--- src/rtl/sca_pkg.sv ---
// Types, constants and helper functions shared by the ATR parser files.
package sca_pkg;

  localparam int unsigned MaxAtrLengthDefault = 33;

  localparam logic [7:0]  TsDirect     = 8'h3b;
  localparam logic [7:0]  TsInverse    = 8'h3f;
  localparam logic [7:0]  Ta1Baud9600  = 8'h11;
  localparam logic [7:0]  Ta1Baud19200 = 8'h12;
  localparam logic [7:0]  Ta1Baud38400 = 8'h13;
  localparam logic [7:0]  IfscMax      = 8'd254;
  localparam logic [11:0] TimeoutMin   = 12'd500;
  localparam logic [11:0] TimeoutMax   = 12'd3000;
  localparam logic [4:0]  GroupMax     = 5'd31;
  localparam logic [4:0]  GroupFirstT1 = 5'd3;
  localparam logic [5:0]  ByteCountMax = 6'd63;

  localparam logic [1:0] BaudCode9600  = 2'd0;
  localparam logic [1:0] BaudCode19200 = 2'd1;
  localparam logic [1:0] BaudCode38400 = 2'd2;

  localparam logic [3:0] ProtoT0 = 4'd0;
  localparam logic [3:0] ProtoT1 = 4'd1;

  // Configuration register indexes
  localparam logic [1:0] CfgDefaultIfsc    = 2'd0;
  localparam logic [1:0] CfgDefaultTimeout = 2'd1;
  localparam logic [1:0] CfgDefaultBaud    = 2'd2;

  typedef enum logic [2:0] {
    PH_TS    = 3'd0,
    PH_T0    = 3'd1,
    PH_IFACE = 3'd2,
    PH_HIST  = 3'd3,
    PH_TCK   = 3'd4,
    PH_DONE  = 3'd5,
    PH_ERROR = 3'd6
  } phase_e;

  typedef enum logic [1:0] {
    ST_MORE  = 2'd0,
    ST_OK    = 2'd1,
    ST_PROTO = 2'd2,
    ST_UNSUP = 2'd3
  } status_e;

  typedef struct packed {
    logic [7:0] atr_byte;
    logic       start_req;
  } sca_in_t;

  typedef struct packed {
    logic [1:0]  status;
    logic [1:0]  baud_code;
    logic [7:0]  ifsc;
    logic [11:0] bwt_ms;
    logic        use_crc;
    logic [5:0]  atr_length;
  } sca_out_t;

  typedef struct packed {
    logic [7:0]  ifsc;
    logic [11:0] timeout_ms;
    logic [1:0]  baud_code;
  } sca_cfg_t;

  typedef struct packed {
    phase_e      phase;
    logic [3:0]  pending;
    logic [4:0]  group_idx;
    logic [3:0]  hist_left;
    logic        non_t0;
    logic        in_t1;
    logic [7:0]  rx_xor;
    logic [5:0]  byte_count;
    logic [1:0]  baud_code;
    logic [7:0]  ifsc;
    logic [11:0] timeout_ms;
    logic        use_crc;
    status_e     status;
  } sca_state_t;

  function automatic logic [7:0] clamp_ifsc(input logic [7:0] v);
    logic [7:0] r;
    r = v;
    if (v == 8'd0) r = 8'd1;
    else if (v > IfscMax) r = IfscMax;
    return r;
  endfunction

  function automatic logic [11:0] clamp_timeout(input logic [11:0] v);
    logic [11:0] r;
    r = v;
    if (v < TimeoutMin) r = TimeoutMin;
    else if (v > TimeoutMax) r = TimeoutMax;
    return r;
  endfunction

  function automatic logic [1:0] clamp_baud(input logic [1:0] v);
    return (v > BaudCode38400) ? BaudCode38400 : v;
  endfunction

  // 100 ms << BWI, held within 500..3000 ms
  function automatic logic [11:0] bwi_timeout(input logic [3:0] bwi);
    logic [11:0] r;
    case (bwi) inside
      4'd0, 4'd1, 4'd2: r = 12'd500;
      4'd3:             r = 12'd800;
      4'd4:             r = 12'd1600;
      default:          r = TimeoutMax;
    endcase
    return r;
  endfunction

  function automatic sca_state_t clear_state(input sca_cfg_t cfg);
    sca_state_t s;
    s.phase      = PH_TS;
    s.pending    = 4'd0;
    s.group_idx  = 5'd1;
    s.hist_left  = 4'd0;
    s.non_t0     = 1'b0;
    s.in_t1      = 1'b0;
    s.rx_xor     = 8'd0;
    s.byte_count = 6'd0;
    s.baud_code  = clamp_baud(cfg.baud_code);
    s.ifsc       = clamp_ifsc(cfg.ifsc);
    s.timeout_ms = clamp_timeout(cfg.timeout_ms);
    s.use_crc    = 1'b0;
    s.status     = ST_MORE;
    return s;
  endfunction

endpackage

--- src/rtl/smart_card_atr_parser.sv ---
// Smart card answer-to-reset parser: top level with state, result and config registers.
//
// Usage: ATR bytes enter on the in_req_i channel (valid/stall), one byte per
// request; start_req set marks TS of a new ATR and clears the parse. Every
// accepted byte yields exactly one result on out_res_o: running status (need
// more, complete, protocol error, unsupported rate), the parsed rate code,
// IFSC, block timeout, CRC/LRC choice and the byte count so far.
// The result of an accepted byte is registered and valid in the next cycle.
// Throughput is one byte per cycle while the receiver does not stall; the
// parse state update is a single pass of logic between the state register
// and the result register. The input is stalled only while a result is held
// and the receiver stalls, so a stalled result stays put and nothing is lost.
// Configuration writes (default IFSC, default timeout, default rate code)
// are taken at any edge with cfg_we_i high and apply from the next start.
// Reset: asynchronous, active low; the parse expects TS, the defaults are
// 32 / 500 ms / 9600 baud and no result is pending.
module smart_card_atr_parser #(
  parameter int unsigned MAX_ATR_LENGTH = sca_pkg::MaxAtrLengthDefault
) (
  input  logic              clk_i,
  input  logic              rst_ni,
  input  logic              in_valid_i,
  output logic              in_stall_o,
  input  sca_pkg::sca_in_t  in_req_i,
  output logic              out_valid_o,
  input  logic              out_stall_i,
  output sca_pkg::sca_out_t out_res_o,
  input  logic              cfg_we_i,
  input  logic [1:0]        cfg_index_i,
  input  logic [11:0]       cfg_wdata_i
);
  import sca_pkg::*;

  localparam sca_cfg_t CfgReset = '{ifsc: 8'd32, timeout_ms: 12'd500,
                                    baud_code: BaudCode9600};

  sca_cfg_t   cfg_q;
  sca_state_t st_q;
  sca_state_t st_d;
  sca_out_t   out_q;
  logic       out_valid_q;
  logic       in_acc;

  assign in_stall_o  = out_valid_q && out_stall_i;
  assign in_acc      = in_valid_i && !in_stall_o;
  assign out_valid_o = out_valid_q;
  assign out_res_o   = out_q;

  always_ff @(posedge clk_i or negedge rst_ni) begin
    if (!rst_ni) begin
      cfg_q <= CfgReset;
    end else if (cfg_we_i) begin
      unique case (cfg_index_i)
        CfgDefaultIfsc:    cfg_q.ifsc       <= cfg_wdata_i[7:0];
        CfgDefaultTimeout: cfg_q.timeout_ms <= cfg_wdata_i;
        CfgDefaultBaud:    cfg_q.baud_code  <= cfg_wdata_i[1:0];
        default: begin
        end
      endcase
    end
  end

  sca_step #(
    .MAX_ATR_LENGTH(MAX_ATR_LENGTH)
  ) u_step (
    .state_i(st_q),
    .cfg_i  (cfg_q),
    .req_i  (in_req_i),
    .state_o(st_d)
  );

  always_ff @(posedge clk_i or negedge rst_ni) begin
    if (!rst_ni) begin
      st_q        <= clear_state(CfgReset);
      out_valid_q <= 1'b0;
    end else begin
      if (in_acc) begin
        st_q        <= st_d;
        out_valid_q <= 1'b1;
      end else if (!out_stall_i) begin
        out_valid_q <= 1'b0;
      end
    end
  end

  always_ff @(posedge clk_i) begin
    if (in_acc) begin
      out_q.status     <= st_d.status;
      out_q.baud_code  <= st_d.baud_code;
      out_q.ifsc       <= st_d.ifsc;
      out_q.bwt_ms     <= st_d.timeout_ms;
      out_q.use_crc    <= st_d.use_crc;
      out_q.atr_length <= st_d.byte_count;
    end
  end

  a_result_follows: assert property (@(posedge clk_i) disable iff (!rst_ni)
    in_acc |=> out_valid_o)
    else $error("accepted byte gave no result");

  a_start_len_one: assert property (@(posedge clk_i) disable iff (!rst_ni)
    (in_acc && in_req_i.start_req) |=> (out_res_o.atr_length == 6'd1))
    else $error("start byte not counted as first byte");

  a_error_status: assert property (@(posedge clk_i) disable iff (!rst_ni)
    (st_q.phase == PH_ERROR) |-> (st_q.status == ST_PROTO || st_q.status == ST_UNSUP))
    else $error("error phase without error status");

  a_done_status: assert property (@(posedge clk_i) disable iff (!rst_ni)
    (st_q.phase == PH_DONE) |-> (st_q.status == ST_OK))
    else $error("complete phase without complete status");

  a_error_latched: assert property (@(posedge clk_i) disable iff (!rst_ni)
    (in_acc && !in_req_i.start_req && st_q.phase == PH_ERROR)
      |=> (st_q.status == $past(st_q.status)))
    else $error("error status not held");

endmodule

--- src/rtl/sca_step.sv ---
// Next-state logic of the ATR parser: one received byte against the parse state.
module sca_step #(
  parameter int unsigned MAX_ATR_LENGTH = sca_pkg::MaxAtrLengthDefault
) (
  input  sca_pkg::sca_state_t state_i,
  input  sca_pkg::sca_cfg_t   cfg_i,
  input  sca_pkg::sca_in_t    req_i,
  output sca_pkg::sca_state_t state_o
);
  import sca_pkg::*;

  localparam logic [5:0] MaxLen    = 6'(MAX_ATR_LENGTH);
  localparam logic [6:0] MaxLenExt = 7'(MAX_ATR_LENGTH);

  sca_state_t cur;
  sca_state_t nxt;
  logic [7:0] b;
  logic       over;
  logic       fin;
  logic       t1;
  logic       bad_ta1;
  logic [6:0] expected;

  always_comb begin
    b       = req_i.atr_byte;
    cur     = req_i.start_req ? clear_state(cfg_i) : state_i;
    nxt     = cur;
    fin     = 1'b0;
    bad_ta1 = 1'b0;
    t1      = cur.in_t1 && (cur.group_idx >= GroupFirstT1);
    over    = cur.byte_count >= MaxLen;
    if (cur.byte_count != ByteCountMax) nxt.byte_count = cur.byte_count + 6'd1;

    if (cur.phase == PH_ERROR) begin
      // latched
    end else if (cur.phase == PH_DONE || over) begin
      nxt.phase  = PH_ERROR;
      nxt.status = ST_PROTO;
    end else begin
      if (cur.phase != PH_TS) nxt.rx_xor = cur.rx_xor ^ b;
      unique case (cur.phase)
        PH_TS: begin
          if (b == TsDirect || b == TsInverse) begin
            nxt.phase = PH_T0;
          end else begin
            nxt.phase  = PH_ERROR;
            nxt.status = ST_PROTO;
          end
        end
        PH_T0: begin
          nxt.pending   = b[7:4];
          nxt.hist_left = b[3:0];
          if (b[7:4] == 4'd0) fin = 1'b1;
          else nxt.phase = PH_IFACE;
        end
        PH_IFACE: begin
          if (cur.pending[0]) begin
            nxt.pending = {cur.pending[3:1], 1'b0};
            if (cur.group_idx == 5'd1) begin
              case (b)
                Ta1Baud9600:  nxt.baud_code = BaudCode9600;
                Ta1Baud19200: nxt.baud_code = BaudCode19200;
                Ta1Baud38400: nxt.baud_code = BaudCode38400;
                default:      bad_ta1 = 1'b1;
              endcase
            end
            if (t1 && b != 8'd0 && b <= IfscMax) nxt.ifsc = b;
          end else if (cur.pending[1]) begin
            nxt.pending = {cur.pending[3:2], 2'b00};
            if (t1) nxt.timeout_ms = bwi_timeout(b[7:4]);
          end else if (cur.pending[2]) begin
            nxt.pending = {cur.pending[3], 3'b000};
            if (t1) nxt.use_crc = b[0];
          end else begin
            // TD: protocol in the low nibble, next group's presence bits above
            if (b[3:0] != ProtoT0) nxt.non_t0 = 1'b1;
            nxt.in_t1   = (b[3:0] == ProtoT1);
            nxt.pending = b[7:4];
            if (cur.group_idx < GroupMax) nxt.group_idx = cur.group_idx + 5'd1;
          end
          if (bad_ta1) begin
            nxt.phase  = PH_ERROR;
            nxt.status = ST_UNSUP;
          end else if (nxt.pending == 4'd0) begin
            fin = 1'b1;
          end
        end
        PH_HIST: begin
          if (cur.hist_left != 4'd0) nxt.hist_left = cur.hist_left - 4'd1;
          if (nxt.hist_left == 4'd0) begin
            if (cur.non_t0) begin
              nxt.phase = PH_TCK;
            end else begin
              nxt.phase  = PH_DONE;
              nxt.status = ST_OK;
            end
          end
        end
        PH_TCK: begin
          if (nxt.rx_xor == 8'd0) begin
            nxt.phase  = PH_DONE;
            nxt.status = ST_OK;
          end else begin
            nxt.phase  = PH_ERROR;
            nxt.status = ST_PROTO;
          end
        end
        default: begin
        end
      endcase
    end

    // End of the interface bytes: the whole length is now known
    expected = 7'(nxt.byte_count) + 7'(nxt.hist_left) + 7'(nxt.non_t0);
    if (fin) begin
      if (expected > MaxLenExt) begin
        nxt.phase  = PH_ERROR;
        nxt.status = ST_PROTO;
      end else if (nxt.hist_left != 4'd0) begin
        nxt.phase = PH_HIST;
      end else if (nxt.non_t0) begin
        nxt.phase = PH_TCK;
      end else begin
        nxt.phase  = PH_DONE;
        nxt.status = ST_OK;
      end
    end

    state_o = nxt;
  end

endmodule

--- config.mk ---
export PLATFORM = sky130hd
export DESIGN_NAME = smart_card_atr_parser
export DESIGN_NICKNAME = d
export VERILOG_FILES = /design/src/rtl/sca_pkg.sv /design/src/rtl/smart_card_atr_parser.sv /design/src/rtl/sca_step.sv
export SDC_FILE = /design/constraint.sdc
export NUM_CORES = 1
export LEC_CHECK = 0
export ABC_AREA = 1
export BUFFER_PORTS_ARGS = -buffer_cell sky130_fd_sc_hd__buf_2
export CORE_MARGIN = 2
export CORE_UTILIZATION = 30
export CTS_CLUSTER_SIZE = 24
export DETAILED_ROUTE_END_ITERATION = 10
export PLACE_DENSITY = 0.48
export SLEW_MARGIN = 20
export SYNTH_ARGS = -nofsm -noshare
export SYNTH_HDL_FRONTEND = slang
export SYNTH_HIERARCHICAL = 1
export SYNTH_SLANG_ARGS = --single-unit
--- constraint.sdc ---
create_clock -name clk_i -period 3.3 [get_ports clk_i]
set_input_delay 0.33 -clock clk_i [delete_from_list [all_inputs] [get_ports clk_i]]
set_output_delay 0.33 -clock clk_i [all_outputs]
set_load 0.01 [all_outputs]
==> qor.yml, run 1 <==
floorplanning:
  fp.dieArea_um2: 24300
  die_width_um: 156
  num_rows: 55
  initial_utilization_pct: 30.6
  core_um2: 22600
  io_pins: 61
  floorplan.die.height_um: 156
logic_synthesis:
  synthesis.yosys.warnings: 6
  asyncSetResetFlopFracSynth_pct: 72.1
  synth.cell_area_um2: 6920
  count_of_flip_flops_with_a_built_in_enable_after_synthesis: 31
  netlist.top_cell.by_area: "dfrtp_1"
  number_of_synthesized_register_bits: 111
  syn_avg_cell_area_um2: 7.24
  syn-instance-count: 956
  share_of_synthesized_area_occupied_by_flip_flops_and_latches_pct: 42.7
  post-synth-top-area-fraction_pct: 23.5
  synth_fp_nets: 995
  post_synth_num_cell_types: 46
  synth_top_cells_by_area: "dfrtp_1, nand2_1, edfxtp_1"
  synth_top_flop_cell: "dfrtp_1"
worst_setup_path:
  timing.critical_path.from: "st_q[26]"
  ff_to_ff_end: "st_q[55]"
  worst-r2r-setup-slack_ps: -80
  timing.rr.start: "st_q[26]"
  critPathMaxFanout: 4
  critPathSlowestCell: "fa_2"
  worstPathRequired_ps: 3550
  cpLargestDelayFamily: "simple AND/OR/NAND/NOR gates"
  critical_path.most_common_cell: "nand2_1"
  critPathBufInv: 4
  cp-endpoint: "st_q[55]"
  critical_path_cell_by_cell: "nand2_4 -> ha_4 -> inv_2 -> nor2_4 -> nand3_2 -> nand2_4 -> buf_4 -> buf_4 -> a21oi_1 -> a21oi_4 -> fa_2 -> inv_2 -> fa_2 -> or2_4 -> nor2_2 -> nand2_1 -> nor2_1 -> o21ai_2 -> nand2_1 -> nand2_1 -> nand2_1 -> nand2_1 -> nand3_1 -> nand2_1"
  worst_r2r_path_depth: 24
  timing.critical_path.from_type: "flip-flop"
  crit_path_max_incr_delay_ps: 410
  end_kind: "flip-flop"
  critPathKind: "reg2reg"
  worst-endpoint-arrival_ps: 3630
  path_depth: 24
clock_tree:
  clkLatencyLatePin_ps: 360
  cts.path.max_buffers: 2
  numClockSinks: 111
  cts_max_level: 3
  tritoncts_clock_tree: "yes"
  worst_setup_hold_path_clk_slew_ps: 90
  cts-root-buf: "clkbuf_16"
  cts_buffers: 9
timing:
  final-hold-violation-count: 0
  timing.clock.skew_ps: 12.4
  layout_min_cycle_time_ps: 3380
  layout_worst_path_cycle_share_pct: 102
  final_max_slew_viol_count: 0
  fmax_mhz: 296
  endpoints_failing_setup: 6
  tightest_slew_ps: 730
  rsz0062_at_grt: "yes"
  finalWorstSetupSlack_ps: -75.0
  worst_slew_margin_rel_pct: 51.3
grt:
  grtUsageMet1_pct: 24.6
  globalRouteTotalUtil_pct: 18.3
  global_route_wire_length_before_repair_um: 34900
  grt_max_degree: 72
  met3_usage_pct: 2.64
  grt_busiest_layer: "met2"
  grt.overflow.total: 0
  first_global_vias: 6536
  grt_util_met2_pct: 31.1
  grt_antenna_before_repair: 0
power:
  sequentialPowerShare_pct: 41.0
  power.static_leakage_uw: 0.00436
  p_per_area_nw_per_um2: 545
  cellInternalPower_uw: 2900
  power_frac_comb_pct: 33.5
  vdd_ir_drop_max_uv: 294
  switching_share_pct: 37.0
  total_power_draw_uw: 4610
  total_switching_power_uw: 1700
  power.clock.fraction_pct: 25.5
layout:
  num_antenna_cells: 0
  final_layout_size_suffix_gt1_share_pct: 21.6
  sequential_cell_area_um2: 2950
  nets: 1115
  fill_cells: 2447
  syn_to_final_growth_pct: 22.3
  multiInputGateArea_um2: 3530
  filler_free_cell_count_of_the_finished_design: 1366
min_path:
  hold_path_startpoint: "cfg_wdata_i[8]"
  hp-class: "in2reg"
placed_design:
  dp_hpwl_um: 15300
  port_buffers: 60
  placed_cells_incl_taps: 1338
  gp_routability_congestion: 0.906
routing:
  firstDrtPassIters: 6
  ant_nets: 0
  drt_iter0_markers: 351
  viasPerCell: 4.89
  avgRoutedWirePerCell_um: 15.6
  detail_route.wirelength_um: 21300
  drc: 0
  via_count: 6680
outcome:
  violations: "setup timing"
  run_status: "finished, violations left"
job:
  cap_violations: 0
-- worst min-delay path by stage --
stage                     end  slack, ps  cells after the start
detailed placement    st_q[7]        460                      2
finish              cfg_q[10]        180                      3
global route         cfg_q[8]        200                      3
CTS                  st_q[47]        170                      1
floorplan            cfg_q[0]         30                      0
global placement      st_q[9]        450                      2
-- area by class of cell --
cell class                 instances  share of cell area, %
timing repair buffer             147                   11.6
multi-input combinational        726                   41.8
clock buffer                      10                   2.96
tap                              285                   4.22
clock inverter                     6                  0.813
inverter                          81                   3.74
sequential                       111                   34.9
-- tightest hold or removal path, stage by stage --
cell and delay (ps):
buf_2 90, nand4_1 70, nand2_1 50
-- per-layer routing --
metal	up-vias	share of wire [%]
met3	17	3.2
li1	3364	-
met1	3176	47
met5	-	0
met4	0	1.9
met2	123	48
-- repair_timing --
action                                 4_1_cts  5_1_grt
buffers inserted                             7        3
setup endpoints to repair                    7        7
hold buffers                                 0        1
endpoints found under the hold margin        0       15
gates resized for setup                      5       10
pin swaps                                   10        9
-- synthesized netlist by cell type (all sizes together) (4+ instances only) --
| library cell | number |
|---|---|
| dfstp | 15 |
| edfxtp | 31 |
| nand2 | 374 |
| o21ai | 54 |
| inv | 80 |
| nand4 | 24 |
| dfrtp | 65 |
| nor3 | 7 |
| a21oi | 25 |
| nand3 | 120 |
| a22oi | 4 |
| ha | 9 |
| clkbuf | 10 |
| nor2 | 71 |
| nor4 | 4 |
| buf | 28 |
| xor2 | 9 |
-- registers in the layout, indices dropped and copies added (netlist names) --
register and count:
cfg_q 22, out_res_o 31, out_valid_o 1, st_q 57
-- stage by stage --
step	instance area [um2]	utilization (%)	setup WS (ps)	hold slack [ps]	setup TNS [ps]
global placement	7970	35.2	-312	451	-1740
CTS	8360	36.9	-12.2	166	-19.9
detailed placement	7970	35.2	-347	455	-2080
floorplan	6990	-	-480	34.4	-2960
finish	8460	37.4	-75.0	182	-225
global route	8460	37.4	-322	198	-1750
-- cell usage in the layout (no fill, tap or decap), types with 3 or more instances in the layout --
| cell type | synthesis | layout |
|---|---|---|
| inv_2 | 6 | 8 |
| nor2_2 | 5 | 6 |
| nor4_1 | 3 | 3 |
| nand3_1 | 115 | 114 |
| nor2_4 | 3 | 4 |
| nand2_4 | 0 | 3 |
| nand3b_1 | 3 | 3 |
| inv_1 | 74 | 71 |
| clkbuf_16 | 0 | 10 |
| o22ai_1 | 3 | 3 |
| buf_2 | 16 | 59 |
| o21ai_2 | 2 | 3 |
| xor2_1 | 9 | 8 |
| o21ai_1 | 14 | 13 |
| a21oi_1 | 24 | 22 |
| dfrtp_1 | 65 | 65 |
| a22oi_1 | 4 | 4 |
| nand2_2 | 11 | 13 |
| edfxtp_1 | 31 | 31 |
| nand4_1 | 24 | 24 |
| nor2_1 | 63 | 61 |
| o21ai_0 | 38 | 38 |
| nand3_2 | 5 | 6 |
| buf_4 | 7 | 85 |
| dfstp_2 | 15 | 15 |
| nand2_1 | 363 | 358 |
| nor3_1 | 6 | 5 |
| ha_1 | 9 | 7 |
-- logic make-up (layout without fill, tap and decap cells) --
kind of cell,Yosys count,count (layout),share of synthesized area (%)
simple gates,605,605,37.8
buf+inv,119,244,7.69
flops,111,111,42.7
compound gates,101,101,8.48
fa+ha+maj,11,11,2.21
xor+xnor,9,9,1.14
-- power by group through the flow --
stage / registers [uW] / logic [uW] / clock network, uW
final: 1890 / 1540 / 1170
after floorplan: 1900 / 959 / 0
after global routing: 1930 / 1760 / 1270
after global placement: 1910 / 1480 / 0
after CTS: 1890 / 1520 / 1220
after detailed placement: 1910 / 1490 / 0
(Power assumes the default switching activity.)
==> run 2, diff against run 1 <==
RECOVER_POWER = 25   (was default)
==> qor.yml, run 2 (synthesized netlist as in run 1, its figures left out) <==
layout:
  layout_commonest_cell: "nand2_1"
  nets: 1115  # unchanged
  syn_to_final_growth_pct: 21.7
  num_antenna_cells: 0  # unchanged
  final_cell_mix: "nand2_1, nand3_1, buf_4"
  filler_free_cell_count_of_the_finished_design: 1366  # unchanged
  final_layout_size_suffix_gt1_share_pct: 21.2  # -0.46 points
  largest_register_ff_count: 57  # unchanged
  largest-register: "st_q"
  fill_cells: 2456  # +0.37%
grt:
  grt.overflow.total: 0  # unchanged
  grt_antenna_before_repair: 0  # unchanged
  first_global_vias: 6536  # unchanged
  global_route_wire_length_before_repair_um: 34900  # unchanged
  grt_max_degree: 72  # unchanged
  globalRouteTotalUtil_pct: 18.3  # unchanged
power:
  vdd_ir_drop_max_uv: 295  # +0.44%
  power.static_leakage_uw: 0.00434  # -0.46%
  p_per_area_nw_per_um2: 546  # +0.35%
timing:
  rsz0062_at_grt: "yes"
  final_max_slew_viol_count: 0  # unchanged
  finalWorstSetupSlack_ps: -78.2  # -3.20 ps
  totalNegativeSetupSlack_ps: -238  # -13.2 ps
  worst_slack_on_hold_paths_ps: 184  # +1.61 ps
  final-hold-violation-count: 0  # unchanged
  worst_slew_margin_rel_pct: 4.53  # -47 points
  tightest_slew_ps: 1430  # +702 ps
  endpoints_failing_setup: 6  # unchanged
  timing.clock.skew_ps: 13.3  # +0.901 ps
  layout_min_cycle_time_ps: 3380  # +3.20 ps
  fmax_mhz: 296  # about the same
  layout_worst_path_cycle_share_pct: 102  # about the same
worst_setup_path:
  worstPathRequired_ps: 3550  # about the same
  critPathMaxFanout: 4  # unchanged
  timing.critical_path.from_type: "flip-flop"
  worst-endpoint-arrival_ps: 3630  # about the same
  worst-r2r-setup-slack_ps: -80  # about the same
  timing.rr.start: "st_q[26]"
  ff_to_ff_end: "st_q[55]"
  worst_r2r_path_depth: 24  # unchanged
  critPathKind: "reg2reg"
  end_kind: "flip-flop"
outcome:
  violations: "setup timing"
  run_status: "finished, violations left"
clock_tree:
  cts_buffers: 9  # unchanged
  clkLatencyLatePin_ps: 360  # about the same
  cts.path.max_buffers: 2  # unchanged
  numClockSinks: 111  # unchanged
  worst_setup_hold_path_clk_slew_ps: 90  # about the same
  tritoncts_clock_tree: "yes"
  cts-root-buf: "clkbuf_16"
  cts_max_level: 3  # unchanged
placed_design:
  placed_cells_incl_taps: 1338  # unchanged
  gp_routability_congestion: 0.906  # unchanged
  dp_hpwl_um: 15300  # unchanged
  port_buffers: 60  # unchanged
routing:
  firstDrtPassIters: 5  # -1
  drt_iter0_markers: 382  # +8.8%
  drc: 0  # unchanged
  ant_nets: 0  # unchanged
  via_count: 6660  # -0.30%
  avgRoutedWirePerCell_um: 15.6  # about the same
  viasPerCell: 4.88  # -0.30%
  detail_route.wirelength_um: 21300  # about the same
floorplanning:
  core_um2: 22600  # unchanged
  initial_utilization_pct: 30.6  # unchanged
  num_rows: 55  # unchanged
  io_pins: 61  # unchanged
  floorplan.die.height_um: 156  # unchanged
  fp.dieArea_um2: 24300  # unchanged
  die_width_um: 156  # unchanged
min_path:
  hold_path_startpoint: "cfg_wdata_i[8]"
  worst_hold_path.num_cells: 3  # unchanged
  hp-class: "in2reg"
  endpoint_of_the_worst_hold_path: "cfg_q[10]"
job:
  cap_violations: 0  # unchanged
## run 2: what timing repair did
| item | 4_1_cts | 5_1_grt |
|---|---|---|
| hold buffers | 0 | 1 |
| gates cloned | 0 | 0 |
| resized for setup | 5 | 10 |
| pin swaps | 10 | 9 |
| hold endpoints to repair | 0 | 15 |
| setup buffers | 7 | 3 |
| endpoints found under the setup margin | 7 | 7 |
## run 2: metal layers
layer | GRT usage, % | wire length [um] | vias up
li1 | - | - | 3364
met1 | 24.6 | 10000 | 3151
met2 | 31.1 | 10200 | 128
met3 | 2.64 | 706 | 17
met4 | 4.63 | 403 | 0
met5 | 0 | 0 | -
## run 2: critical path, stage by stage, from the launching register on
cell and delay (ps):
dfrtp_1 400, nand2_4 100, ha_4 160, inv_2 60, nor2_4 40, nand3_2 70, nand2_4 70, buf_4 140
buf_4 120, a21oi_1 230, a21oi_4 60, fa_2 360, inv_2 80, fa_2 410, or2_4 240, nor2_2 90
nand2_1 50, nor2_1 110, o21ai_2 70, nand2_1 110, nand2_1 60, nand2_1 60, nand2_1 40, nand3_1 80
nand2_1 60
## run 2: how the worst max path moves through the flow
stage                      startpoint        to  slack [ps]
after floorplan           in_req_i[0]  st_q[55]        -480
after global placement    in_req_i[0]  st_q[55]        -310
after detailed placement  in_req_i[0]  st_q[56]        -350
after CTS                    st_q[25]  st_q[55]         -10
after global routing         st_q[25]  st_q[55]        -320
final                        st_q[26]  st_q[55]         -80
## run 2: report_power, final
part           switching (uW)  internal (uW)
logic                     942            597
registers                 176           1710
clock network             586            588
## run 2: cell type report
class	instances	area [um2]	share of cell area [%]
tap	285	357	4.23
clock buffer	10	250	2.97
multi-input combinational	726	3530	41.9
timing repair buffer	147	951	11.3
inverter	81	317	3.76
sequential	111	2950	35.1
clock inverter	6	68.8	0.817
## run 2: metrics by stage
step	setup WS [ps]	cell area, um2	power, uW	utilization [%]
after floorplan	-480	6990	2850	-
after global placement	-312	7970	3400	35.2
after detailed placement	-347	7970	3400	35.2
after CTS	-12.2	8360	4630	36.9
after global routing	-322	8420	4960	37.2
final	-78.2	8420	4600	37.2
==> run 3, diff against run 2 <==
BUFFER_PORTS_ARGS = -buffer_cell sky130_fd_sc_hd__buf_4   (was -buffer_cell sky130_fd_sc_hd__buf_2)
==> qor.yml, run 3 (synthesized netlist as in run 1, its figures left out) <==
grt:
  grt_max_degree: 60  # -17%
  globalRouteTotalUtil_pct: 18.2  # -0.15 points
  first_global_vias: 6420  # -1.8%
  grt_antenna_before_repair: 0  # unchanged
  global_route_wire_length_before_repair_um: 34600  # -0.81%
  grt.overflow.total: 0  # unchanged
min_path:
  hold_path_startpoint: "cfg_wdata_i[8]"
  endpoint_of_the_worst_hold_path: "cfg_q[10]"
  worst_hold_path.num_cells: 3  # unchanged
  hp-class: "in2reg"
timing:
  timing.clock.skew_ps: 13.0  # -0.307 ps
  fmax_mhz: 307  # +3.7%
  tightest_slew_ps: 2330  # +894 ps
  worst_slew_margin_rel_pct: -55.1  # -60 points
  layout_worst_path_cycle_share_pct: 98.7  # -3.7 points
  totalNegativeSetupSlack_ps: 0  # +238 ps
  endpoints_failing_setup: 0  # -6
  final-hold-violation-count: 0  # unchanged
  final_max_slew_viol_count: 40  # +40
  layout_min_cycle_time_ps: 3260  # -121 ps
  rsz0062_at_grt: "yes"
floorplanning:
  core_um2: 22600  # unchanged
  io_pins: 61  # unchanged
  initial_utilization_pct: 30.6  # unchanged
  fp.dieArea_um2: 24300  # unchanged
  num_rows: 55  # unchanged
  floorplan.die.height_um: 156  # unchanged
  die_width_um: 156  # unchanged
routing:
  top_layer_used: "met4"
  via_count: 6654  # -0.090%
  detail_route.wirelength_um: 21200  # -0.74%
  routed-wl-met2_um: 9840  # -3.8%
  route.met3.wl_um: 885  # +25%
  firstDrtPassIters: 5  # unchanged
  routedLengthMet1_um: 10100  # +0.61%
  avgRoutedWirePerCell_um: 15.7  # +0.22%
  drt_iter0_markers: 479  # +25%
  ant_nets: 0  # unchanged
  drc: 0  # unchanged
  viasPerCell: 4.92  # +0.87%
layout:
  nets: 1102  # -1.2%
  final_layout_size_suffix_gt1_share_pct: 20.5  # -0.68 points
  final_area_um2: 8470  # +0.55%
  num_antenna_cells: 0  # unchanged
  layout_commonest_cell: "nand2_1"
  final_cell_mix: "nand2_1, buf_4, nand3_1"
  syn_to_final_growth_pct: 22.4
  largest-register: "st_q"
  sequential_cell_area_um2: 2950  # unchanged
  fill_cells: 2403  # -2.2%
  multiInputGateArea_um2: 3530  # +0.25%
  largest_register_ff_count: 57  # unchanged
worst_setup_path:
  critical_path_cell_by_cell: "nand2_2 -> inv_4 -> ha_4 -> nor2_2 -> nand3_1 -> nand2_2 -> nand2_4 -> nor2_4 -> nand2_2 -> o21ai_2 -> inv_1 -> fa_2 -> inv_2 -> fa_1 -> or2_4 -> nor3_2 -> nand3_2 -> nand2_2 -> nand2_1 -> nand2_1 -> nand2_1 -> nand3_1 -> nand2_1"
  crit_path_max_incr_delay_ps: 390  # -20 ps
  worst_r2r_path_depth: 23  # -4.2%
  end_kind: "flip-flop"
  timing.rr.start: "st_q[25]"
  worstPathRequired_ps: 3560  # about the same
  ff_to_ff_end: "st_q[55]"
  critPathKind: "reg2reg"
  critPathMaxFanout: 4  # unchanged
  critPathSlowestCell: "dfrtp_1"
  worst-endpoint-arrival_ps: 3520  # -110 ps
  worst-r2r-setup-slack_ps: 40  # +120 ps
  timing.critical_path.from_type: "flip-flop"
clock_tree:
  cts_buffers: 9  # unchanged
  numClockSinks: 111  # unchanged
  clkLatencyLatePin_ps: 360  # about the same
  cts.path.max_buffers: 2  # unchanged
  worst_setup_hold_path_clk_slew_ps: 80  # about the same
  cts-root-buf: "clkbuf_16"
  tritoncts_clock_tree: "yes"
  cts_max_level: 3  # unchanged
outcome:
  violations: "capacitance limit, slew limit"
  run_status: "finished, violations left"
placed_design:
  gp_routability_congestion: 0.908  # +0.25%
  placedInstanceArea_um2: 8070  # +1.2%
  dp_hpwl_um: 15300  # +0.27%
  port_buffers: 60  # unchanged
power:
  total_power_draw_uw: 4560  # -0.82%
  power.static_leakage_uw: 0.00429  # -1.1%
  vdd_ir_drop_max_uv: 209  # -29%
  p_per_area_nw_per_um2: 539  # -1.4%
job:
  cap_violations: 1  # +1
-- run 3: area by class of cell --
cell class | count | area share, %
clock buffers | 11 | 3.00
clock inverters | 5 | 0.576
inverters | 81 | 3.77
multi-input cells | 726 | 41.7
flip-flops and latches | 111 | 34.9
well taps | 285 | 4.21
repair buffers | 134 | 11.8
-- run 3: stage by stage --
step           utilization, %  hold slack (ps)  worst slack, ps  std cells
6_report                 37.4              200             42.3       1353
5_1_grt                  37.4              211             -257       1353
4_1_cts                  37.1              183            0.256       1349
3_5_place_dp             35.6              357             -305       1329
3_3_place_gp             35.6              363             -262       1329
2_1_floorplan               -             34.4             -480        956
-- run 3: how the worst max path moves through the flow --
stage | from | to | depth (start not counted) | slack (ps)
after floorplan | in_req_i[0] | st_q[55] | 31 | -480
after global placement | in_req_i[0] | st_q[55] | 27 | -260
after detailed placement | in_req_i[0] | st_q[56] | 27 | -310
after CTS | st_q[25] | st_q[55] | 25 | 0.3
after global routing | st_q[26] | st_q[55] | 23 | -260
final | st_q[25] | st_q[55] | 23 | 40
-- run 3: power breakdown --
part           internal [uW]  total, uW  switching (uW)  leakage [uW]
Combinational            606       1530             926       0.00284
Sequential              1710       1900             187       0.00131
Clock                    574       1130             558      0.000146
Total                   2890       4560            1670       0.00429
-- run 3: critical path: cells and delay by family (launching register included) --
| kind | cells | cell delay (ps) |
|---|---|---|
| flip-flops | 1 | 390 |
| buffers and inverters | 3 | 210 |
| AO/OA/AOI/OAI | 1 | 130 |
| adder cells (fa/ha/maj) | 3 | 860 |
| AND/OR/NAND/NOR | 16 | 1580 |
-- run 3: routing by layer --
layer	GRT usage (%)	vias to the layer above
li1	-	3339
met1	25.6	3142
met2	29.0	150
met3	2.17	23
met4	6.07	0
met5	0	-
-- run 3: timing repair --
item                       CTS  global route
hold buffers                 1             0
hold endpoints to repair    28             0
pin swaps                    8             9
setup endpoints to repair    6             7
setup buffers                3             4
gates resized for setup      2            18
